<file path="src/rtl/hslrgb_pkg.sv">
`default_nettype none
package hslrgb_pkg;

	// component width, unsigned Q0.B
	localparam int unsigned B = 16;

	localparam logic [B:0] ONE  = (B+1)'(1) << B;
	localparam logic [B-1:0] HALF = B'(1) << (B - 1);

	localparam int unsigned MODE_W = 2;

	localparam logic [MODE_W-1:0] MODE_RAW = 2'd0;
	localparam logic [MODE_W-1:0] MODE_HSV = 2'd1;
	localparam logic [MODE_W-1:0] MODE_HSL = 2'd2;

	localparam logic [2:0] SECT_0 = 3'd0;
	localparam logic [2:0] SECT_1 = 3'd1;
	localparam logic [2:0] SECT_2 = 3'd2;
	localparam logic [2:0] SECT_3 = 3'd3;
	localparam logic [2:0] SECT_4 = 3'd4;

	typedef logic [B-1:0] comp_t;
	typedef logic [MODE_W-1:0] mode_t;

	// per-stage load enables from the top-level flow control
	typedef struct packed {
		logic en_s1;
		logic en_s2;
		logic en_s3;
		logic en_s4;
	} pipe_en_t;

	// chroma stage result handed to the hue spread stages
	typedef struct packed {
		comp_t      c;
		comp_t      frac;
		logic [2:0] sector;
		comp_t      px;
		comp_t      py;
		comp_t      pz;
		mode_t      mode;
	} chroma_t;

	function automatic logic is_conv(input mode_t m);
		return (m == MODE_HSV) || (m == MODE_HSL);
	endfunction

	// add offset, clamp at full scale
	function automatic comp_t add_sat(input comp_t a, input comp_t b);
		logic [B:0] s;
		s = {1'b0, a} + {1'b0, b};
		return s[B] ? {B{1'b1}} : s[B-1:0];
	endfunction

endpackage
`default_nettype wire

</file>
<file path="src/rtl/hslrgb_chroma.sv">
`default_nettype none
module hslrgb_chroma (
	input  wire                      clk,
	input  wire hslrgb_pkg::pipe_en_t en,
	input  wire hslrgb_pkg::mode_t    mode,
	input  wire hslrgb_pkg::comp_t    px,
	input  wire hslrgb_pkg::comp_t    py,
	input  wire hslrgb_pkg::comp_t    pz,
	output hslrgb_pkg::chroma_t       chroma
);

	localparam int unsigned B = hslrgb_pkg::B;

	logic [B+2:0] h6;
	logic [B:0]   inv_l;
	logic [B:0]   fac;

	logic [B:0]          fac_s1;
	hslrgb_pkg::comp_t   frac_s1, px_s1, py_s1, pz_s1;
	logic [2:0]          sector_s1;
	hslrgb_pkg::mode_t   mode_s1;

	logic [2*B:0]        prod;
	hslrgb_pkg::chroma_t chroma_s2;

	always_comb begin
		h6    = ({3'b000, px} << 2) + ({3'b000, px} << 1);
		inv_l = hslrgb_pkg::ONE - {1'b0, pz};
		if (mode == hslrgb_pkg::MODE_HSL) begin
			// 2L or 2(1-L), exact
			if (pz <= hslrgb_pkg::HALF) begin
				fac = {pz, 1'b0};
			end else begin
				fac = {inv_l[B-1:0], 1'b0};
			end
		end else begin
			fac = {1'b0, pz};
		end
	end

	always_ff @(posedge clk) begin
		if (en.en_s1) begin
			fac_s1    <= fac;
			frac_s1   <= h6[B-1:0];
			sector_s1 <= h6[B+2:B];
			px_s1     <= px;
			py_s1     <= py;
			pz_s1     <= pz;
			mode_s1   <= mode;
		end
	end

	// fac <= 2^B and py < 2^B, so the product stays below 2^(2B)
	assign prod = {{B{1'b0}}, fac_s1} * {{(B+1){1'b0}}, py_s1};

	always_ff @(posedge clk) begin
		if (en.en_s2) begin
			chroma_s2.c      <= prod[2*B-1:B];
			chroma_s2.frac   <= frac_s1;
			chroma_s2.sector <= sector_s1;
			chroma_s2.px     <= px_s1;
			chroma_s2.py     <= py_s1;
			chroma_s2.pz     <= pz_s1;
			chroma_s2.mode   <= mode_s1;
		end
	end

	assign chroma = chroma_s2;

endmodule
`default_nettype wire

</file>
<file path="src/rtl/hslrgb_spread.sv">
`default_nettype none
module hslrgb_spread (
	input  wire                       clk,
	input  wire hslrgb_pkg::pipe_en_t  en,
	input  wire hslrgb_pkg::chroma_t   chroma,
	output hslrgb_pkg::comp_t          red,
	output hslrgb_pkg::comp_t          green,
	output hslrgb_pkg::comp_t          blue
);

	localparam int unsigned B = hslrgb_pkg::B;

	logic [B:0]        weight;
	logic [2*B:0]      prod;
	hslrgb_pkg::comp_t m;

	hslrgb_pkg::comp_t x_s3, c_s3, m_s3, px_s3, py_s3, pz_s3;
	logic [2:0]        sector_s3;
	hslrgb_pkg::mode_t mode_s3;

	hslrgb_pkg::comp_t r_base, g_base, b_base;
	hslrgb_pkg::comp_t red_s4, green_s4, blue_s4;

	always_comb begin
		// odd sectors fall: C*(1-f), even sectors rise: C*f
		if (chroma.sector[0]) begin
			weight = hslrgb_pkg::ONE - {1'b0, chroma.frac};
		end else begin
			weight = {1'b0, chroma.frac};
		end
		prod = {{(B+1){1'b0}}, chroma.c} * {{B{1'b0}}, weight};
		if (chroma.mode == hslrgb_pkg::MODE_HSL) begin
			m = chroma.pz - (chroma.c >> 1);
		end else begin
			m = chroma.pz - chroma.c;
		end
	end

	always_ff @(posedge clk) begin
		if (en.en_s3) begin
			x_s3      <= prod[2*B-1:B];
			c_s3      <= chroma.c;
			m_s3      <= m;
			sector_s3 <= chroma.sector;
			mode_s3   <= chroma.mode;
			px_s3     <= chroma.px;
			py_s3     <= chroma.py;
			pz_s3     <= chroma.pz;
		end
	end

	always_comb begin
		unique case (sector_s3)
			hslrgb_pkg::SECT_0: begin
				r_base = c_s3; g_base = x_s3; b_base = '0;
			end
			hslrgb_pkg::SECT_1: begin
				r_base = x_s3; g_base = c_s3; b_base = '0;
			end
			hslrgb_pkg::SECT_2: begin
				r_base = '0; g_base = c_s3; b_base = x_s3;
			end
			hslrgb_pkg::SECT_3: begin
				r_base = '0; g_base = x_s3; b_base = c_s3;
			end
			hslrgb_pkg::SECT_4: begin
				r_base = x_s3; g_base = '0; b_base = c_s3;
			end
			default: begin
				r_base = c_s3; g_base = '0; b_base = x_s3;
			end
		endcase
	end

	always_ff @(posedge clk) begin
		if (en.en_s4) begin
			if (hslrgb_pkg::is_conv(mode_s3)) begin
				red_s4   <= hslrgb_pkg::add_sat(r_base, m_s3);
				green_s4 <= hslrgb_pkg::add_sat(g_base, m_s3);
				blue_s4  <= hslrgb_pkg::add_sat(b_base, m_s3);
			end else begin
				red_s4   <= px_s3;
				green_s4 <= py_s3;
				blue_s4  <= pz_s3;
			end
		end
	end

	assign red   = red_s4;
	assign green = green_s4;
	assign blue  = blue_s4;

endmodule
`default_nettype wire

</file>
<file path="src/rtl/hsv_hsl_to_rgb_unit.sv">
// channel   dir  handshake             payload
// s_*       in   s_tvalid / s_tready   s_tdata: comp_x, comp_y, comp_z
// m_*       out  m_tvalid / m_tready   m_tdata: red, green, blue
// cfg_*     in   cfg_valid / cfg_ready cfg_data: mode_select
//
// Four register stages: hue*6 and chroma factor, chroma multiply,
// secondary multiply and offset, channel add with clamp.
// One word per cycle while m_tready stays high; a word passes through the
// stage registers in order and m_tvalid rises once it reaches the last one.
// arst_n clears the stage valid bits and the mode (raw pass-through).
// A stall holds the full stages behind it; earlier words fill the gaps.
`default_nettype none
module hsv_hsl_to_rgb_unit (
	input  wire                                  clk,
	input  wire                                  arst_n,
	input  wire                                  s_tvalid,
	output logic                                 s_tready,
	input  wire  [3*hslrgb_pkg::B-1:0]           s_tdata,  // comp_x, comp_y, comp_z
	output logic                                 m_tvalid,
	input  wire                                  m_tready,
	output logic [3*hslrgb_pkg::B-1:0]           m_tdata,  // red, green, blue
	input  wire                                  cfg_valid,
	output logic                                 cfg_ready,
	input  wire  [hslrgb_pkg::MODE_W-1:0]        cfg_data
);

	localparam int unsigned B = hslrgb_pkg::B;

	hslrgb_pkg::mode_t    mode_q;
	logic                 v_s1, v_s2, v_s3, v_s4;
	logic                 rdy1, rdy2, rdy3, rdy4;
	hslrgb_pkg::pipe_en_t en;
	hslrgb_pkg::chroma_t  chroma;
	hslrgb_pkg::comp_t    red, green, blue;

	assign cfg_ready = 1'b1;

	always_ff @(posedge clk or negedge arst_n) begin
		if (!arst_n) begin
			mode_q <= hslrgb_pkg::MODE_RAW;
		end else if (cfg_valid && cfg_ready) begin
			mode_q <= cfg_data;
		end
	end

	// a stage takes a word when it is empty or its word moves on
	assign rdy4 = !v_s4 || m_tready;
	assign rdy3 = !v_s3 || rdy4;
	assign rdy2 = !v_s2 || rdy3;
	assign rdy1 = !v_s1 || rdy2;

	assign en.en_s1 = s_tvalid && rdy1;
	assign en.en_s2 = v_s1 && rdy2;
	assign en.en_s3 = v_s2 && rdy3;
	assign en.en_s4 = v_s3 && rdy4;

	always_ff @(posedge clk or negedge arst_n) begin
		if (!arst_n) begin
			v_s1 <= 1'b0;
			v_s2 <= 1'b0;
			v_s3 <= 1'b0;
			v_s4 <= 1'b0;
		end else begin
			if (rdy1) v_s1 <= s_tvalid;
			if (rdy2) v_s2 <= v_s1;
			if (rdy3) v_s3 <= v_s2;
			if (rdy4) v_s4 <= v_s3;
		end
	end

	assign s_tready = rdy1;
	assign m_tvalid = v_s4;

	hslrgb_chroma u_chroma (
		.clk    (clk),
		.en     (en),
		.mode   (mode_q),
		.px     (s_tdata[B-1:0]),
		.py     (s_tdata[2*B-1:B]),
		.pz     (s_tdata[3*B-1:2*B]),
		.chroma (chroma)
	);

	hslrgb_spread u_spread (
		.clk    (clk),
		.en     (en),
		.chroma (chroma),
		.red    (red),
		.green  (green),
		.blue   (blue)
	);

	assign m_tdata = {blue, green, red};

endmodule
`default_nettype wire

</file>
<file path="config.mk">
export PLATFORM = sky130hd
export DESIGN_NAME = hsv_hsl_to_rgb_unit
export DESIGN_NICKNAME = d
export VERILOG_FILES = /design/src/rtl/hslrgb_pkg.sv /design/src/rtl/hslrgb_chroma.sv /design/src/rtl/hslrgb_spread.sv /design/src/rtl/hsv_hsl_to_rgb_unit.sv
export SDC_FILE = /design/constraint.sdc
export NUM_CORES = 2
export LEC_CHECK = 0
export BUFFER_PORTS_ARGS = -buffer_cell sky130_fd_sc_hd__clkbuf_2
export CAP_MARGIN = 20
export CELL_PAD_IN_SITES_DETAIL_PLACEMENT = 1
export CELL_PAD_IN_SITES_GLOBAL_PLACEMENT = 1
export CORE_MARGIN = 3
export CORE_UTILIZATION = 47
export DETAILED_ROUTE_END_ITERATION = 6
export MAX_ROUTING_LAYER = met4
export PLACE_DENSITY = 0.77
export RECOVER_POWER = 100
export SLEW_MARGIN = 5
export SYNTH_ARGS = -nofsm -noshare
export SYNTH_HDL_FRONTEND = slang
export SYNTH_SLANG_ARGS = --single-unit
</file>
<file path="constraint.sdc">
create_clock -name clk -period 7.1 [get_ports clk]
set_clock_uncertainty 0.1 [all_clocks]
set_input_delay 2.13 -clock clk [delete_from_list [all_inputs] [get_ports clk]]
set_output_delay 2.13 -clock clk [all_outputs]
set_load 0.05 [all_outputs]
</file>
# [Yosys cells after proc, flatten, opt, wreduce, memory -nomap -nowiden]
# Cells that the tools add are included.
[totals] input_bits=55 register_bits=326 output_inout_bits=51 word_cells=83
[op_classes] eq_ne=8 n_reduce_logical=20 n_addsub=8 mux=13 n_mul=2 n_lt_le_gt_ge=1
[ops] op="2-to-1 mux 16 bit" n=8
[ops] op="one-hot mux 16 bit (2 select lines)" n=3
[ops] op="adder 16 x 16 -> 17 bit" n=3
[ops] op="2-to-1 mux 17 bit" n=2
[ops] op="multiplier 16 x 17 -> 32 bit" n=1
[ops] op="multiplier 17 x 16 -> 32 bit" n=1
[ops] op="adder 18 x 17 -> 19 bit" n=1
[ops] op="subtractor 17 x 16 -> 17 bit, first input constant" n=1
[ops] op="less-or-equal comparator 16 bit, second input constant" n=1
[ops] op="subtractor 1 x 16 -> 16 bit, first input constant" n=1
[ops] op="subtractor 16 x 15 -> 16 bit" n=1
[ops] op="subtractor 16 bit" n=1
[ops] op="OR reduction 2 bit" n=6
[ops] op="equality test 2 bit, second input constant" n=3
[ops] op="equality test 3 x 2 -> 1 bit, second input constant" n=2
[ops] op="logical OR 1 bit" n=5
[ops] op="logical AND 1 bit" n=4
[ops] op="logical NOT 1 bit" n=4
[ops] op="equality test 3 x 1 -> 1 bit, second input constant" n=1
[ops] op="equality test 3 bit, second input constant" n=1
[ops] op="logical NOT 3 bit" n=1
[ops] op="equality test 2 x 1 -> 1 bit, second input constant" n=1

# [Depth between registers and ports, before layout]
[depth] depth_word=6 mapped_depth=31 ltp_nobuf=29

# [Hierarchy]
# A second synthesis with hierarchy kept.
[hier_totals] cells_unflattened=3168 area_unflattened_um2=32736.4
[modules_own_cells] module="hslrgb_spread" instances=1 area_per_inst_um2=17773.3 seq_area_each_um2=4474.3 cells_each=1824
[modules_own_cells] module="hslrgb_chroma" instances=1 area_per_inst_um2=14694.1 seq_area_each_um2=5014.8 cells_each=1322
[modules_own_cells] module="hsv_hsl_to_rgb_unit" instances=1 area_per_inst_um2=269.0 seq_area_each_um2=150.1 cells_each=22

# [Least setup slack after synthesis]
# Ideal clock, no wire load.
[synth_path] kind="register to register" start="reg, netlist name u_chroma.chroma[34]" end="reg u_spread.x_s3[10] (data pin)" n_path_buf=2 stages_incl_launch_ff=31 arrival_ps=7367 slack_ps=-625 period_less_slack_ps=7725 required_ps=6742 cell_sequence="edfxtp_1 > clkbuf_1 > inv_1 > ha_1 > nand2b_1 > nand2b_1 > or3_1 > nand2b_1 > o21ai_0 > xnor2_1 > clkbuf_1 > nand2_1 > fa_1 > fa_1 > inv_1 > fa_1 > fa_1 > fa_1 > inv_1 > fa_1 > inv_1 > ha_1 > a21o_1 > a21o_1 > a21oi_1 > nor2b_1 > or2_1 > o41a_1 > a211o_1 > a21oi_2 > xnor2_1"
[synth_lines] item="to (signal assigned)" line="hslrgb_spread.sv:41" text="x_s3 <= prod[2*B-1:B];"
[synth_lines] item="to (decl)" line="hslrgb_spread.sv:17" text="hslrgb_pkg::comp_t x_s3, c_s3, m_s3, px_s3, py_s3, pz_s3;"

==> out/results.txt <==
Outcome = complete, but fails checks
Failing checks = setup timing
Initial antenna violation count = 6
Most frequent cells in the layout = inv_1 (498), nand2_1 (452), fa_1 (400), edfxtp_1 (316), ha_1 (274)
GRT overflow = 0
Final Routed Wirelength = 96500 um
Met1 Usage GRT = 35.2%
Row count = 94
Maxcap violations = 0
Arrival time of the worst setup path = 7.70 ns
M3 GR Usage = 3.15%
Smallest hold slack = 0.314 ns
Slowest-stage cell, CP = fa_1
Mapped Area = 31900 sq um
Latest clock arrival within the worst-skew pair = 0.55 ns
Endpoint, Worst Hold = u_chroma.chroma[58]
Final setup vio count = 20
Initial DRC Count = 1542
DRC Markers = 0
Buffers added on ports = 104
Fraction of layout cells with a size suffix above 1 = 12.3%
Largest net degree at the start of global routing = 63
Chip width = 266 um
Core area = 66500 sq um
Fillers = 7278
Fin crit share = 106%
Worst hold-check path type = reg2reg
Total Routing Usage GR = 28.4%
Main flop type after synthesis = edfxtp_1
Fin. max-slew vios = 0
Starting Density = 48.0%
Hold_sp = u_chroma.frac_s1[5]
Hold Vio Cnt, Final = 0
Distinct cell type count after synthesis = 75
CP required = 7.30 ns
Reg2Reg Setup Slack = -0.40 ns
Avg Vias per Cell = 5.58
Register bit count reported by yosys = 322
Mean post-synth cell area = 10.4 sq um
Vias in the first global route = 26000
First-pass GRT wire length = 151000 um
Critical Path Fanout Max = 6
Design area = 35900 sq um
Final setup margin = -0.398 ns
Top post-synthesis cells by area = edfxtp_1 (30%), fa_1 (25%), ha_1 (11%), inv_1 (5.9%), nand2_1 (5.4%)
CTS root buffer = clkbuf_16
Die height = 266 um
Number of I/O pins = 106
Achievable Freq = 133 MHz
Post-synth net total = 3796
Clk buf depth = 3
Clock slew at reported path FFs = 0.06 ns
Num CTS Buffers = 37
Part of the Yosys area used for sequential elements = 30.2%
Met2 GRT Util = 48.9%
CTS H-tree lvls = 2
Register-to-Register Path Depth = 26
Placed cell area = 34400 sq um
Detail Placement HPWL = 77100 um
Post-synth top area share = 29.8%
GP Congestion = 0.947
Worst path max stage delay = 0.51 ns
Top cell by count, worst path = fa_1
TritonCTS clock tree = done
Worst setup EP type = register
Async S/R FF share, synth = 1.86%
Slew @ Worst Pin = 1.21 ns
Cells after Synth = 3061
DR WL/cell = 23.2 um
Largest area contributor in the netlist = edfxtp_1
# nets final = 3995
DRT Pass-1 Iters = 7
Vias = 23200
Post-synth EDFFs = 316
Synth warn = 0
Worst slew margin = 19.2%
Busiest grt layer = met2
Critical path class = reg2reg
Hold path depth = 0
Critical R2R Capture = u_spread.x_s3[10]
Post-route ant nets = 0
Clock Sinks = 322
Setup crit start kind = register
Most common cell after layout, fill and taps aside = inv_1
Die ar. = 71000 sq um
Area growth syn-to-layout = 12.5%
Tmin final = 7.50 ns
Final core area utilization = 54.0%
RSZ-0062 raised after global routing = yes
Reg-to-Reg Start = u_chroma.chroma[34]
-- cell type report --
cell class | instances | area [sq um] | area share (%)
Antenna cell | 7 | 17.5 | 0.0488
Clock buffer | 45 | 977 | 2.72
Clock inverter | 23 | 249 | 0.694
Inverter | 501 | 1880 | 5.24
Multi-Input combinational cell | 2117 | 20200 | 56.3
Sequential cell | 322 | 9640 | 26.9
Tap cell | 864 | 1080 | 3.01
Timing Repair Buffer | 281 | 1840 | 5.12
-- cells in the mapped netlist, types with 7 or more instances --
library cell and count:
a211o_1 8, a211oi_1 12, a21o_1 41, a21oi_1 88, a22o_1 39, a31oi_1 16
and2_1 210, and3_1 8, buf_1 8, clkbuf_1 110, edfxtp_1 316, fa_1 403
ha_1 277, inv_1 501, mux2_2 11, mux2i_1 22, nand2_1 457, nand2b_1 23
nand3_1 14, nand4_1 8, nor2_1 75, nor2b_1 21, nor3_1 25, nor4_1 7
o21a_1 12, o21ai_0 69, o21bai_1 8, o22a_1 44, or3_1 10, xnor2_1 91
xor2_1 39
-- metal layers --
metal / up-vias / wire length [um]
met5: - / 0
met4: 0 / 3590
met3: 181 / 4790
met2: 650 / 49100
met1: 12000 / 39000
li1: 10400 / -
-- flip-flops by register name, summed over array words and instances (netlist names), 3 cells and up --
name / flops
u_chroma.frac_s1: 14
u_chroma.px_s1: 16
u_spread.py_s3: 16
u_spread.blue: 16
u_chroma.sector_s1: 3
u_spread.c_s3: 16
u_spread.px_s3: 16
u_spread.sector_s3: 3
u_spread.m_s3: 16
u_spread.pz_s3: 16
u_chroma.chroma: 83
u_spread.x_s3: 16
u_spread.green: 16
u_chroma.pz_s1: 16
u_chroma.py_s1: 16
u_spread.red: 16
u_chroma.fac_s1: 17
-- cells by family (layout without fill, tap and decap cells) --
family                     Yosys count  in the layout  synth area share (%)
AOI/OAI and AO/OA                  383            383                  8.23
xor gates and xnor gates           130            130                  3.57
adders and majority gates          680            680                  36.2
buffers and inverters              622            850                  7.36
DFF                                322            322                  30.2
muxes                               34             34                  1.15
other                                1              8                0.0118
and+or+nand+nor                    889            889                  13.3
-- stage by stage --
step,worst slack (ns),TNS (ns),std cells
after floorplan,-0.308,-0.894,3061
after global placement,-0.430,-2.49,4065
after detailed placement,-0.620,-4.42,4066
after CTS,-0.425,-3.02,4139
after global routing,-0.705,-11.65,4159
final,-0.398,-3.91,4160
-- worst max-delay path by stage --
stage	endpoint	start	depth (start not counted)	slack (ns)
after floorplan	u_spread.x_s3[10]	u_chroma.chroma[34]	27	-0.31
after global placement	u_spread.x_s3[10]	u_chroma.chroma[34]	28	-0.43
after detailed placement	u_spread.x_s3[10]	u_chroma.chroma[34]	28	-0.62
after CTS	u_spread.x_s3[10]	u_chroma.chroma[55]	26	-0.42
after global routing	u_spread.x_s3[10]	u_chroma.chroma[34]	26	-0.70
final	u_spread.x_s3[10]	u_chroma.chroma[34]	26	-0.40
-- worst max-delay path: cells and delay by family (launching register included) --
| family | cells | cell delay, ns |
|---|---|---|
| adders and majority gates | 7 | 3.15 |
| buffers and inverters | 3 | 0.16 |
| AOI/OAI and AO/OA | 7 | 1.67 |
| DFF | 1 | 0.44 |
| and+or+nand+nor | 7 | 1.44 |
| xor gates and xnor gates | 2 | 0.29 |
-- repair_timing --
item	CTS	global route
setup buffers	7	14
hold buffers	0	0
pin swaps	31	10
cloned	0	0
resized for setup	20	12
endpoints found under the setup margin	12	26
endpoints found under the hold margin	0	0
Power is left out: the tool's default activity adds up to more than one toggle a clock period on the data nets, which glitch-free logic cannot reach.
